[src/rtl/core/bccwe_pkg.sv]
package bccwe_pkg;

  localparam int NumDigits = 6;
  localparam int DigitW    = 4;
  localparam int SelW      = 3;
  localparam int PrescW    = 8;
  localparam int SegW      = 8;

  localparam logic [PrescW-1:0] TicksPerSecReset = 8'd60;

  // Action codes carried by the input channel
  typedef enum logic [1:0] {
    ACT_TICK   = 2'd0,
    ACT_SELECT = 2'd1,
    ACT_INCR   = 2'd2
  } action_t;

  typedef logic [DigitW-1:0] digit_t;

  // Carry limits for seconds units up to hours units
  localparam digit_t DigitLimit [NumDigits-1] = '{
    4'd10, 4'd6, 4'd10, 4'd6, 4'd10
  };

  localparam digit_t HoursTensLimit = 4'd10;
  localparam digit_t DigitMax       = 4'd9;
  localparam digit_t DigitMod       = 4'd10;
  localparam logic [SelW-1:0] SelLast = 3'd5;
  localparam logic [NumDigits-1:0] PosEnableTop = 6'h20;

  // Active-low seven-segment code for one decimal digit
  function automatic logic [SegW-1:0] seg_code(input digit_t val);
    logic [SegW-1:0] code;
    case (val)
      4'd0:    code = 8'h40;
      4'd1:    code = 8'hF9;
      4'd2:    code = 8'h24;
      4'd3:    code = 8'h30;
      4'd4:    code = 8'h19;
      4'd5:    code = 8'h12;
      4'd6:    code = 8'h02;
      4'd7:    code = 8'hF8;
      4'd8:    code = 8'h00;
      4'd9:    code = 8'h10;
      default: code = 8'h40;
    endcase
    return code;
  endfunction

endpackage

[src/rtl/core/bccwe_if.sv]
interface bccwe_in_if;
  import bccwe_pkg::*;

  logic       valid;
  logic       ready;
  logic [1:0] action;
  logic       count_hold;

  modport source (output valid, output action, output count_hold, input ready);
  modport sink   (input valid, input action, input count_hold, output ready);
endinterface

interface bccwe_out_if;
  import bccwe_pkg::*;

  logic                 valid;
  logic                 ready;
  logic [DigitW-1:0]    seconds_units;
  logic [DigitW-1:0]    seconds_tens;
  logic [DigitW-1:0]    minutes_units;
  logic [DigitW-1:0]    minutes_tens;
  logic [DigitW-1:0]    hours_units;
  logic [DigitW-1:0]    hours_tens;
  logic [NumDigits-1:0] position_enable;
  logic [SegW-1:0]      segment_pattern;

  modport source (
    output valid, output seconds_units, output seconds_tens, output minutes_units,
    output minutes_tens, output hours_units, output hours_tens,
    output position_enable, output segment_pattern, input ready
  );
  modport sink (
    input valid, input seconds_units, input seconds_tens, input minutes_units,
    input minutes_tens, input hours_units, input hours_tens,
    input position_enable, input segment_pattern, output ready
  );
endinterface

[src/rtl/core/bcd_clock_counter_with_edit_unit.sv]
// Channel   Dir  Payload                                         Handshake
// in_ch     in   action[1:0], count_hold                         valid/ready
// out_ch    out  six BCD digits, position_enable, segment_pattern valid/ready
// cfg       in   cfg_wdata[7:0] = ticks per second               cfg_we, no wait
//
// One action per cycle while the output is not stalled: the state and the
// output register both update at the edge that takes the transfer.
// The output register is the only stage; a new action is taken whenever it is
// empty or being drained in the same cycle, so back-to-back throughput is one.
// Reset (synchronous, rst_n low) clears the time to 00:00:00, the cursor to
// seconds units, the prescaler to zero and sets ticks per second to 60.
module bcd_clock_counter_with_edit_unit (
  input  logic               clk,
  input  logic               rst_n,
  bccwe_in_if.sink           in_ch,
  bccwe_out_if.source        out_ch,
  input  logic               cfg_we,
  input  logic [7:0]         cfg_wdata
);
  import bccwe_pkg::*;

  logic [PrescW-1:0]  tps_r;
  logic [PrescW-1:0]  presc_r, presc_nxt;
  digit_t             digits_r   [NumDigits];
  digit_t             digits_nxt [NumDigits];
  logic [SelW-1:0]    sel_r, sel_nxt;
  logic               out_valid_r;
  digit_t             out_digits_r [NumDigits];
  logic [NumDigits-1:0] pos_en_r;
  logic [SegW-1:0]    seg_r;

  logic               in_xfer;
  logic [SelW-1:0]    sel_cur;
  logic [PrescW:0]    presc_inc;
  digit_t             sel_digit;
  digit_t             sel_digit_dec;

  assign in_ch.ready = !out_valid_r || out_ch.ready;
  assign in_xfer     = in_ch.valid && in_ch.ready;

  // Next state for one action
  always_comb begin
    logic   carry;
    digit_t bumped;
    presc_nxt  = presc_r;
    digits_nxt = digits_r;
    sel_cur    = (sel_r > SelLast) ? '0 : sel_r;
    sel_nxt    = sel_cur;
    presc_inc  = {1'b0, presc_r} + 9'd1;
    carry      = 1'b0;
    bumped     = '0;
    case (in_ch.action)
      ACT_TICK: begin
        if (!in_ch.count_hold) begin
          if (presc_inc >= {1'b0, tps_r}) begin
            presc_nxt = '0;
            carry     = 1'b1;
          end else begin
            presc_nxt = presc_inc[PrescW-1:0];
          end
          // Ripple the seconds advance through the digits
          for (int k = 0; k < NumDigits - 1; k++) begin
            if (carry) begin
              bumped = digits_r[k] + 4'd1;
              if (bumped >= DigitLimit[k]) begin
                digits_nxt[k] = '0;
              end else begin
                digits_nxt[k] = bumped;
                carry         = 1'b0;
              end
            end
          end
          if (carry) begin
            bumped = digits_r[NumDigits-1] + 4'd1;
            digits_nxt[NumDigits-1] = (bumped >= HoursTensLimit) ? '0 : bumped;
          end
          // Drop twelve o'clock to midnight
          if (digits_nxt[5] == 4'd1 && digits_nxt[4] == 4'd2) begin
            for (int k = 0; k < NumDigits; k++) digits_nxt[k] = '0;
          end
        end
      end
      ACT_SELECT: begin
        sel_nxt = (sel_cur >= SelLast) ? '0 : sel_cur + 3'd1;
      end
      ACT_INCR: begin
        digits_nxt[sel_cur] = (digits_r[sel_cur] >= DigitMax) ? '0
                              : digits_r[sel_cur] + 4'd1;
      end
      default: ;
    endcase
  end

  // Segment code of the digit under the cursor after the action
  assign sel_digit     = digits_nxt[sel_nxt];
  assign sel_digit_dec = (sel_digit >= DigitMod) ? sel_digit - DigitMod : sel_digit;

  // Hold configuration
  always_ff @(posedge clk) begin
    if (!rst_n) begin
      tps_r <= TicksPerSecReset;
    end else if (cfg_we) begin
      tps_r <= cfg_wdata;
    end
  end

  // Advance clock state on each input transfer
  always_ff @(posedge clk) begin
    if (!rst_n) begin
      presc_r <= '0;
      sel_r   <= '0;
      for (int k = 0; k < NumDigits; k++) digits_r[k] <= '0;
    end else if (in_xfer) begin
      presc_r  <= presc_nxt;
      sel_r    <= sel_nxt;
      digits_r <= digits_nxt;
    end
  end

  // Output register: load on input transfer, drop when drained
  always_ff @(posedge clk) begin
    if (!rst_n) begin
      out_valid_r <= 1'b0;
    end else if (in_xfer) begin
      out_valid_r <= 1'b1;
    end else if (out_ch.ready) begin
      out_valid_r <= 1'b0;
    end
  end

  always_ff @(posedge clk) begin
    if (in_xfer) begin
      out_digits_r <= digits_nxt;
      pos_en_r     <= PosEnableTop >> sel_nxt;
      seg_r        <= seg_code(sel_digit_dec);
    end
  end

  assign out_ch.valid           = out_valid_r;
  assign out_ch.seconds_units   = out_digits_r[0];
  assign out_ch.seconds_tens    = out_digits_r[1];
  assign out_ch.minutes_units   = out_digits_r[2];
  assign out_ch.minutes_tens    = out_digits_r[3];
  assign out_ch.hours_units     = out_digits_r[4];
  assign out_ch.hours_tens      = out_digits_r[5];
  assign out_ch.position_enable = pos_en_r;
  assign out_ch.segment_pattern = seg_r;

endmodule

[src/flat_wrapper.sv]
// flat-port wrapper written by rule: the top's interface ports become plain ports
module bcd_clock_counter_with_edit_unit_flat import bccwe_pkg::*;
  (clk, rst_n, cfg_we, cfg_wdata, in_ch_valid, in_ch_action, in_ch_count_hold, in_ch_ready, out_ch_valid, out_ch_seconds_units, out_ch_seconds_tens, out_ch_minutes_units, out_ch_minutes_tens, out_ch_hours_units, out_ch_hours_tens, out_ch_position_enable, out_ch_segment_pattern, out_ch_ready);
  bccwe_in_if in_ch_i ();
  bccwe_out_if out_ch_i ();
  input  logic clk;
  input  logic rst_n;
  input  logic cfg_we;
  input  logic [7:0] cfg_wdata;
  input wire logic [$bits(in_ch_i.valid)-1:0] in_ch_valid;
  input wire logic [$bits(in_ch_i.action)-1:0] in_ch_action;
  input wire logic [$bits(in_ch_i.count_hold)-1:0] in_ch_count_hold;
  output wire logic [$bits(in_ch_i.ready)-1:0] in_ch_ready;
  output wire logic [$bits(out_ch_i.valid)-1:0] out_ch_valid;
  output wire logic [$bits(out_ch_i.seconds_units)-1:0] out_ch_seconds_units;
  output wire logic [$bits(out_ch_i.seconds_tens)-1:0] out_ch_seconds_tens;
  output wire logic [$bits(out_ch_i.minutes_units)-1:0] out_ch_minutes_units;
  output wire logic [$bits(out_ch_i.minutes_tens)-1:0] out_ch_minutes_tens;
  output wire logic [$bits(out_ch_i.hours_units)-1:0] out_ch_hours_units;
  output wire logic [$bits(out_ch_i.hours_tens)-1:0] out_ch_hours_tens;
  output wire logic [$bits(out_ch_i.position_enable)-1:0] out_ch_position_enable;
  output wire logic [$bits(out_ch_i.segment_pattern)-1:0] out_ch_segment_pattern;
  input wire logic [$bits(out_ch_i.ready)-1:0] out_ch_ready;
  assign in_ch_i.valid = in_ch_valid;
  assign in_ch_i.action = in_ch_action;
  assign in_ch_i.count_hold = in_ch_count_hold;
  assign in_ch_ready = in_ch_i.ready;
  assign out_ch_valid = out_ch_i.valid;
  assign out_ch_seconds_units = out_ch_i.seconds_units;
  assign out_ch_seconds_tens = out_ch_i.seconds_tens;
  assign out_ch_minutes_units = out_ch_i.minutes_units;
  assign out_ch_minutes_tens = out_ch_i.minutes_tens;
  assign out_ch_hours_units = out_ch_i.hours_units;
  assign out_ch_hours_tens = out_ch_i.hours_tens;
  assign out_ch_position_enable = out_ch_i.position_enable;
  assign out_ch_segment_pattern = out_ch_i.segment_pattern;
  assign out_ch_i.ready = out_ch_ready;
  bcd_clock_counter_with_edit_unit u_core (.clk(clk), .rst_n(rst_n), .in_ch(in_ch_i), .out_ch(out_ch_i), .cfg_we(cfg_we), .cfg_wdata(cfg_wdata));
endmodule
[config.mk]
export PLATFORM = sky130hd
export DESIGN_NAME = bcd_clock_counter_with_edit_unit_flat
export DESIGN_NICKNAME = d
export VERILOG_FILES = /design/src/rtl/core/bccwe_pkg.sv /design/src/rtl/core/bccwe_if.sv /design/src/rtl/core/bcd_clock_counter_with_edit_unit.sv /design/src/flat_wrapper.sv
export SDC_FILE = /design/constraint.sdc
export NUM_CORES = 1
export LEC_CHECK = 0
export BUFFER_PORTS_ARGS = -buffer_cell sky130_fd_sc_hd__buf_4
export CORE_MARGIN = 3
export CORE_UTILIZATION = 30
export DETAILED_ROUTE_END_ITERATION = 16
export GPL_TIMING_DRIVEN = 1
export PLACE_DENSITY_LB_ADDON = 0.1
export SYNTH_ARGS = -nofsm -noshare
export SYNTH_HDL_FRONTEND = slang
export SYNTH_SLANG_ARGS = --single-unit
[constraint.sdc]
create_clock -name clk -period 14.4 [get_ports clk]
set_clock_uncertainty 0.2 [all_clocks]
set_input_delay 0.72 -clock clk [delete_from_list [all_inputs] [get_ports clk]]
set_output_delay 0.72 -clock clk [all_outputs]
set_load 0.05 [all_outputs]
==> impl_metrics.ini, run 1 <==
[outcome]
status = complete, no violations

[clocking]
cts_tree = done
clockBufferDepth = 2
path_clk_slew_ns = 0.07
clock_latency_ns = 0.35
holdBufCountCts = 0
htreeDepth = 3
cts-root-buf = clkbuf_16
post_cts_buffers = 0
clock-sinks = 82
cts_made_buffers = 9
cts_resized = 0

[finish]
drive_gt1_share_pct = 14.8
n_antenna_cell = 0
final_area_um2 = 7260
nNetsFinal = 819
final_cell_mix = nand2_1 (78), buf_4 (61), nor2_1 (51)
fill_cells = 2169
area_delta_synth_final_pct = 14.1
layout.cells.non_filler = 1047
final_common_cell = nand2_1

[critical_path]
cp_slowest_cell = a2111oi_4
rr_worst_depth = 21
cp.arrival_ns = 5.86
cp_num_buf_inv = 1
critPathRequiredTime_ns = 14.27
critPathMaxFanout = 9
critical_path_depth = 21
cp_top_family = compound AO/OA/AOI/OAI gates
worstPathCellList = ha_1, and3_1, and3_1, xor2_1, ha_1, and3_1, a221oi_1, o211a_1, nor3_1, o21a_2, o21ai_2, nor2_1, a2111oi_4, nor2_1, mux2i_1, inv_1, ha_1, nor2_1, a21oi_1, o221ai_1, o21ai_0
worst_setup_path_start_kind = register
max_stage_delay_ns = 0.54
reg2reg_setup_slack_ns = 8.41
cp-end-kind = register
path_class = register to register

[global_route]
gr-total-overflow = 0
grt_usage_pct = 18.7
grt_pass1_vias = 5559
grt-busiest-layer = met2
globalRouteMet2Util_pct = 29.2
met3_usage_pct = 3.03
use_met1_pct = 26.5
antenna_found_initial = 0
grt_pass1_wl_um = 32900
grt_max_degree = 61

[floorplan]
boundaryPins = 56
die_w_um = 152
die_y_um = 152
die_area_um2 = 23000
initial_core_util_pct = 31.0
rows = 52
core_um2 = 20600

[logic_synthesis]
yosysSeqAreaShare_pct = 31.8
synth_fp_nets = 790
synth_edf_count = 38
ys_ff_latch = 82
syn_inst = 743
ys.flop_type = dfxtp_1
yosys_warnings = 0
netlist_area_um2 = 6360
ys_types = 96
async_flop_share_pct = 0
syn_avg_cell_area_um2 = 8.56

[timing]
drv_slew = 0
relSlewSlack_pct = 27.6
worstMarginPinSlew_ns = 1.06
rsz0062_at_grt = false
finalSetupTns_ns = 0
fin_hold_ws_ns = 0.292
hold_violations = 0
max_freq_mhz = 167
finalCritPeriodShare_pct = 41.6
finalSetupViolCount = 0
finalCriticalPeriod_ns = 5.99

[flow_run]
drv_cap = 0

[placement]
placed_cell_area_um2 = 6960
port_buffers = 55
place_hpwl_um = 15900
dp.cells = 1031
gp_congestion = 0.918

[route]
first_pass_iters = 5
postRouteAntennaNets = 0
wl_per_cell_um = 20.2
routed_wl_um = 21200
drt_iter0_markers = 408
viasPerCell = 5.52
num_vias = 5783
drc = 0

[pwr]
power_density_nw_per_um2 = 100
leakagePower_nw = 2.93
peakVddDrop_mv = 0.0490

[min_path]
hold_depth = 2
min_path_type = register to register
[routing by layer]
layer / up-vias / wire [um]
li1: 2785 / -
met1: 2822 / 9950
met2: 150 / 9720
met3: 26 / 1010
met4: 0 / 474
met5: - / 0
[state kept, by name (all words and copies together), names as in the netlist, 6 cells and up]
signal and flops:
u_core.digits_r 24, u_core.out_ch.segment_pattern 8, u_core.presc_r 8, u_core.tps_r 8
u_core.out_ch.position_enable 6
[final cells by class]
type                            count  area (um^2)  area share, %
Timing Repair Buffer               61          458           6.31
Inverter                           38          143           1.97
Clock buffer                       13          272           3.74
Clock inverter                      3         22.5          0.310
Multi-Input combinational cell    580         4000           55.2
Sequential cell                    82         2020           27.9
Tap cell                          270          338           4.65
[power breakdown]
part | total (mW) | internal [mW] | switching, mW
sequential | 0.281 | 0.265 | 0.0162
combinational | 0.214 | 0.0699 | 0.144
clock | 0.233 | 0.133 | 0.100
[synth_stat cells, types with 11 or more instances]
cell type	n	area share (%)
nand3_1	20	1.6
a21boi_0	18	2.1
clkbuf_1	26	1.5
a21oi_1	40	3.1
edfxtp_1	38	18
nand2_1	78	4.6
nor3_1	12	0.94
and2_1	16	1.6
o21ai_1	11	0.87
o211a_1	11	1.7
nor2b_1	18	1.8
dfxtp_1	44	14
mux2i_1	21	3.3
o21ai_0	43	3.4
nor2_1	51	3.0
nand2b_1	19	1.9
o211ai_1	12	1.4
ha_1	31	6.1
inv_1	38	2.2
[through the flow]
step	total power [mW]	worst slack [ns]	utilization [%]
detailed placement	0.499	8.40	33.9
global route	0.767	7.87	35.3
floorplan	0.434	9.29	-
CTS	0.737	8.37	35.3
finish	0.728	8.41	35.3
global placement	0.498	8.56	33.9
[final timing paths]
| path | end | start |
|---|---|---|
| worst max-delay path | u_core.out_ch.segment_pattern[6]$_DFFE_PP_ | u_core.presc_r[0]$_SDFFE_PN0P_ |
| worst min-delay path | u_core.tps_r[3]$_SDFFE_PN1P_ | u_core.tps_r[3]$_SDFFE_PN1P_ |
| worst max register to register | u_core.out_ch.segment_pattern[6]$_DFFE_PP_ | u_core.presc_r[0]$_SDFFE_PN0P_ |
| worst min register to register | u_core.tps_r[3]$_SDFFE_PN1P_ | u_core.tps_r[3]$_SDFFE_PN1P_ |
[tightest hold or removal path, cell delays in order, from the launching register on]
cell and delay [ns]:
dfxtp_1 0.30, inv_1 0.07, o211ai_1 0.08
[logic make-up (layout without fill, tap and decap cells)]
family                     count (synthesis)  count (layout)  share of synthesized area (%)
adders and majority gates                 31              31                           6.10
muxes                                     29              29                           4.90
buffers and inverters                     81             115                           5.31
xor gates and xnor gates                  17              17                           2.46
AOI/OAI and AO/OA                        225             225                           25.7
DFF                                       82              82                           31.8
and+or+nand+nor                          278             278                           23.7
No activity file was read; power rests on OpenSTA's default activity.
==> run 2: changes to the inputs <==
--- a/config.mk
+++ b/config.mk
@@ -5,6 +5,7 @@
 export SDC_FILE = /design/constraint.sdc
 export NUM_CORES = 1
 export LEC_CHECK = 0
+export ABC_AREA = 1
 export BUFFER_PORTS_ARGS = -buffer_cell sky130_fd_sc_hd__buf_4
 export CORE_MARGIN = 3
 export CORE_UTILIZATION = 30
==> constraint.sdc (replaced) <==
create_clock -name clk -period 4.8 [get_ports clk]
set_clock_uncertainty 0.2 [all_clocks]
set_input_delay 0.24 -clock clk [delete_from_list [all_inputs] [get_ports clk]]
set_output_delay 0.24 -clock clk [all_outputs]
set_load 0.05 [all_outputs]
==> impl_metrics.ini, run 2 <==
[timing]
worstMarginPinSlew_ns = 1.04
finalSetupViolCount = 0
rsz0062_at_grt = true
worst_slack_ns = 0.223
drv_slew = 0
relSlewSlack_pct = 30.2
max_freq_mhz = 218
fin_hold_ws_ns = 0.0240
hold_violations = 0
finalCritPeriodShare_pct = 95.4
finalCriticalPeriod_ns = 4.58

[critical_path]
rr_worst_depth = 33
worst_setup_path_start_kind = register
cp.arrival_ns = 4.49
path_class = register to register
crit_end = u_core.out_ch.segment_pattern[6]$_DFFE_PP_
critPathMaxFanout = 7
reg2reg_to = u_core.out_ch.segment_pattern[6]$_DFFE_PP_
r2r_start = u_core.presc_r[1]$_SDFFE_PN0P_
cp_slowest_cell = dfxtp_4
critPathRequiredTime_ns = 4.71
max_stage_delay_ns = 0.37
startpoint = u_core.presc_r[1]$_SDFFE_PN0P_
reg2reg_setup_slack_ns = 0.22
cp-end-kind = register

[finish]
final_cell_mix = nand2_1 (163), inv_1 (118), buf_4 (92)
drive_gt1_share_pct = 20.0
largest_reg_flops = 24
layout.cells.non_filler = 1166
regMostFlops = u_core.digits_r
area_delta_synth_final_pct = 28.4
nNetsFinal = 948
n_antenna_cell = 0
fill_cells = 1965
final_common_cell = nand2_1

[pwr]
power_mw = 2.69
leakagePower_nw = 3.54
peakVddDrop_mv = 0.169
power_density_nw_per_um2 = 360

[logic_synthesis]
yosysSeqAreaShare_pct = 34.8
syn_inst = 802
yosysTopAreaCell = edfxtp_1
synth_edf_count = 38
yosys_warnings = 0
synth_fp_nets = 849
yosysMostFrequentCell = nand2_1
yosys-top-cells-count = nand2_1 (175), inv_1 (120), a21oi_1 (88)
ys_types = 49
syn_avg_cell_area_um2 = 7.25
ys_ff_latch = 82
synth_area_leaders = edfxtp_1 (20%), dfxtp_1 (15%), nand2_1 (11%)
ys.flop_type = dfxtp_1
async_flop_share_pct = 0
netlist_area_um2 = 5820
synth_top_area_share_pct = 19.6

[clocking]
cts-root-buf = clkbuf_16
htreeDepth = 3
clock-sinks = 82
clockBufferDepth = 2
clock_latency_ns = 0.36
path_clk_slew_ns = 0.07
cts_tree = done
cts_made_buffers = 9

[global_route]
grt_max_degree = 54
antenna_found_initial = 0
grt_usage_pct = 17.4
grt_pass1_vias = 5372
gr-total-overflow = 0
grt_pass1_wl_um = 29200

[min_path]
min_path_type = input pin to register

[route]
wl_per_cell_um = 16.3
drc = 0
postRouteAntennaNets = 0
num_vias = 5820
viasPerCell = 4.99
routed_wl_um = 19100
first_pass_iters = 5
drt_iter0_markers = 508

[floorplan]
boundaryPins = 56
die_area_um2 = 21100
die_w_um = 145
die_y_um = 145
initial_core_util_pct = 30.8
rows = 50
core_um2 = 18900

[outcome]
status = complete, no violations

[flow_run]
drv_cap = 0

[placement]
place_ws_ns = 0.0462
dp.cells = 1115
place_hpwl_um = 13400
port_buffers = 55
gp_congestion = 0.857
==> run 2: cell types whose count changed after synthesis, sizes merged, moves of 10 or more <==
cell | previous run | this run
nand3 | 21 | 49
inv | 38 | 125
o21ai | 55 | 74
nor2b | 18 | 0
a21oi | 40 | 89
o211a | 11 | 1
and2 | 17 | 0
nand2b | 19 | 0
buf | 17 | 7
a21boi | 20 | 0
nand2 | 78 | 189
mux2i | 22 | 0
==> run 2: where the power goes <==
group | switching, mW | leakage (nW) | total (mW) | internal [mW]
clock | 0.304 | 0.176 | 0.865 | 0.561
combinational | 0.644 | 2.62 | 0.952 | 0.308
sequential | 0.0501 | 0.746 | 0.870 | 0.820
total | 0.998 | 3.54 | 2.69 | 1.69
==> run 2: metrics by stage <==
step / util (%) / cell area (um^2) / TNS (ns)
6_report: 39.5 / 7470 / 0
5_1_grt: 39.5 / 7470 / -0.201
4_1_cts: 37.9 / 7160 / 0
3_5_place_dp: 35.0 / 6620 / 0
3_3_place_gp: 35.0 / 6620 / 0
2_1_floorplan: - / 5820 / 0
==> run 2: cells by family (layout without fill, tap and decap cells) <==
family | Yosys count | after routing | synth area share [%]
DFF | 82 | 82 | 34.8
AOI/OAI and AO/OA | 208 | 208 | 19.9
and+or+nand+nor | 308 | 309 | 25.4
adders and majority gates | 31 | 31 | 6.67
xor gates and xnor gates | 20 | 20 | 3.01
buffers and inverters | 153 | 256 | 10.3
==> run 2: worst min path at each step <==
| stage | from | to | slack (ns) | cells after the start |
|---|---|---|---|---|
| finish | cfg_we | u_core.tps_r[0]$_SDFFE_PN0P_ | 0.02 | 3 |
| global route | cfg_we | u_core.tps_r[0]$_SDFFE_PN0P_ | 0.05 | 3 |
| CTS | cfg_we | u_core.tps_r[0]$_SDFFE_PN0P_ | 0.02 | 3 |
| detailed placement | cfg_wdata[4] | u_core.tps_r[4]$_SDFFE_PN1P_ | 0.26 | 3 |
| global placement | cfg_wdata[4] | u_core.tps_r[4]$_SDFFE_PN1P_ | 0.25 | 3 |
| floorplan | cfg_wdata[2] | u_core.tps_r[2]$_SDFFE_PN1P_ | 0.17 | 2 |
==> run 2: metal layers <==
| metal | GRT usage, % | vias up | part of all wire, % |
|---|---|---|---|
| met2 | 27.2 | 201 | 45 |
| met5 | 0 | - | 0 |
| met3 | 2.90 | 35 | 5.9 |
| met4 | 7.55 | 0 | 2.7 |
| li1 | - | 2858 | - |
| met1 | 23.8 | 2726 | 46 |
==> run 2: timing repair <==
item,in CTS,in global routing
hold endpoints to repair,9,0
resized for setup,0,34
buffers inserted,0,17
setup endpoints to repair,0,8
hold buffers,17,0
==> run 2: area by class of cell <==
| cell class | instances | area (um^2) | share of cell area, % |
|---|---|---|---|
| clock buffer | 9 | 225 | 3.02 |
| clock inverter | 7 | 141 | 1.89 |
| inverter | 127 | 482 | 6.45 |
| multi-input combinational | 568 | 3330 | 44.6 |
| sequential | 82 | 2030 | 27.2 |
| tap | 260 | 325 | 4.36 |
| timing repair buffer | 113 | 932 | 12.5 |
==> run 2: critical path: cells and delay by family (launching register included) <==
kind	cells	cell delay (ns)
simple gates	23	2.25
fa+ha+maj	3	0.66
buf+inv	5	0.55
flops	1	0.37
xor+xnor	1	0.17
compound gates	1	0.13
==> run 3: changes to the inputs <==
--- a/config.mk
+++ b/config.mk
@@ -7,6 +7,7 @@
 export LEC_CHECK = 0
 export ABC_AREA = 1
 export BUFFER_PORTS_ARGS = -buffer_cell sky130_fd_sc_hd__buf_4
+export CORE_ASPECT_RATIO = 2
 export CORE_MARGIN = 3
 export CORE_UTILIZATION = 30
 export DETAILED_ROUTE_END_ITERATION = 16
==> impl_metrics.ini, run 3 (synthesis results as in run 2) <==
[min_path]
hold_start = out_ch_ready
min_to = u_core.out_ch.valid$_SDFFE_PN0P_
hold_depth = 4
min_path_type = input pin to register

[placement]
place_ws_ns = -0.151
gp_congestion = 0.921
place_hpwl_um = 16100
port_buffers = 55

[timing]
max_freq_mhz = 222
hold_violations = 0
finalCriticalPeriod_ns = 4.51
worstMarginPinSlew_ns = 0.956
finalSetupTns_ns = 0
finalCritPeriodShare_pct = 93.9
drv_slew = 0
relSlewSlack_pct = 36.2
worst_slack_ns = 0.293
finalSetupViolCount = 0

[floorplan]
core_um2 = 18900
die_w_um = 104
die_area_um2 = 21200
boundaryPins = 56
die_y_um = 203
rows = 71
initial_core_util_pct = 30.7

[finish]
area_delta_synth_final_pct = 30.2
multi_input_area_um2 = 3300
regMostFlops = u_core.digits_r
final_util_pct = 40.0
n_antenna_cell = 0
layout.area.seq_um2 = 2030
fill_cells = 2005
drive_gt1_share_pct = 22.8
nNetsFinal = 977
final_common_cell = nand2_1
final_cell_mix = nand2_1 (162), buf_4 (121), inv_1 (117)
largest_reg_flops = 24

[pwr]
leakagePower_nw = 3.64
power_mw = 2.60
power_frac_clock_pct = 25.7
power.internal_mw = 1.59
peakVddDrop_mv = 0.152
power_density_nw_per_um2 = 344
power_frac_seq_pct = 33.4
p_sw_mw = 1.02
pwr-share-comb_pct = 40.9
swShare_pct = 39.0

[route]
routed_wl_um = 21300
drc = 0
num_vias = 6060
viasPerCell = 5.09
drt_iter0_markers = 325
postRouteAntennaNets = 0
wl_per_cell_um = 17.9
first_pass_iters = 5

[critical_path]
cp_slowest_cell = a21oi_1
startpoint = u_core.sel_r[2]$_SDFFE_PN0P_
path_class = register to register
cp_top_family = simple AND/OR/NAND/NOR gates
cpMostUsedCell = nand2_1
critPathRequiredTime_ns = 4.71
worst_setup_path_start_kind = register
cp-end-kind = register
cp_num_buf_inv = 6
cp.arrival_ns = 4.42
max_stage_delay_ns = 0.36
critPathMaxFanout = 8
reg2reg_to = u_core.out_ch.segment_pattern[0]$_SDFFCE_PP0P_
reg2reg_setup_slack_ns = 0.29
rr_worst_depth = 28
r2r_start = u_core.sel_r[2]$_SDFFE_PN0P_

[flow_run]
drv_cap = 0

[global_route]
antenna_found_initial = 0
grt_max_degree = 43
grt_usage_pct = 20.4
gr-total-overflow = 0
grt_pass1_vias = 6003
grt_pass1_wl_um = 33200

[clocking]
cts-root-buf = clkbuf_16
cts_tree = done
htreeDepth = 3
clock-sinks = 82
path_clk_slew_ns = 0.06
clockBufferDepth = 2
cts_made_buffers = 9
clock_latency_ns = 0.35

[outcome]
status = complete, no violations
run 3: worst max path at each step:
stage,endpoint,slack [ns],cells after the start
global route,u_core.out_ch.segment_pattern[0]$_SDFFCE_PP0P_,-0.02,38
floorplan,u_core.out_ch.segment_pattern[3]$_SDFFCE_PP0P_,0.60,33
global placement,u_core.out_ch.segment_pattern[7]$_SDFFCE_PP0P_,-0.01,31
finish,u_core.out_ch.segment_pattern[0]$_SDFFCE_PP0P_,0.29,28
CTS,u_core.out_ch.segment_pattern[3]$_SDFFCE_PP0P_,0.05,35
detailed placement,u_core.out_ch.segment_pattern[0]$_SDFFCE_PP0P_,-0.15,32
run 3: cell type report:
type                       count  share of cell area (%)
inverter                     127                    6.36
clock buffer                  14                    3.50
timing repair buffer         143                    15.4
tap                          255                    4.21
sequential                    82                    26.8
clock inverter                 2                   0.165
multi-input combinational    567                    43.6
run 3: power by group through the flow:
| stage | Sequential, mW | Clock [mW] | Combinational, mW |
|---|---|---|---|
| floorplan | 1.02 | 0 | 0.457 |
| global placement | 0.884 | 0 | 0.973 |
| detailed placement | 0.884 | 0 | 0.982 |
| CTS | 0.870 | 0.689 | 1.00 |
| global route | 0.877 | 0.720 | 1.16 |
| finish | 0.870 | 0.668 | 1.07 |
run 3: metal layers:
layer | routed length (um) | vias up | track usage [%]
li1 | - | 2905 | -
met3 | 972 | 66 | 3.34
met5 | 0 | - | 0
met4 | 1320 | 0 | 12.4
met2 | 11900 | 217 | 39.7
met1 | 7190 | 2872 | 19.6
run 3: worst min-delay path: cells and delay by family:
family / cells / cell delay, ns
buffers and inverters: 2 / 0.11
and+or+nand+nor: 1 / 0.09
AOI/OAI and AO/OA: 1 / 0.07
run 3: through the flow:
| step | hold WS, ns | instance area, um^2 | cells |
|---|---|---|---|
| after global placement | 0.251 | 6840 | 1137 |
| after global routing | 0.0416 | 7570 | 1190 |
| after floorplan | 0.166 | 5820 | 802 |
| after CTS | 0.00627 | 7280 | 1169 |
| after detailed placement | 0.255 | 6840 | 1137 |
| final | 0.0131 | 7570 | 1190 |
run 3: repair_timing:
item	4_1_cts	5_1_grt
endpoints found under the hold margin	8	0
buffers inserted	1	21
resized for setup	1	36
endpoints found under the setup margin	6	8
pin swaps	1	21
hold buffers	15	0
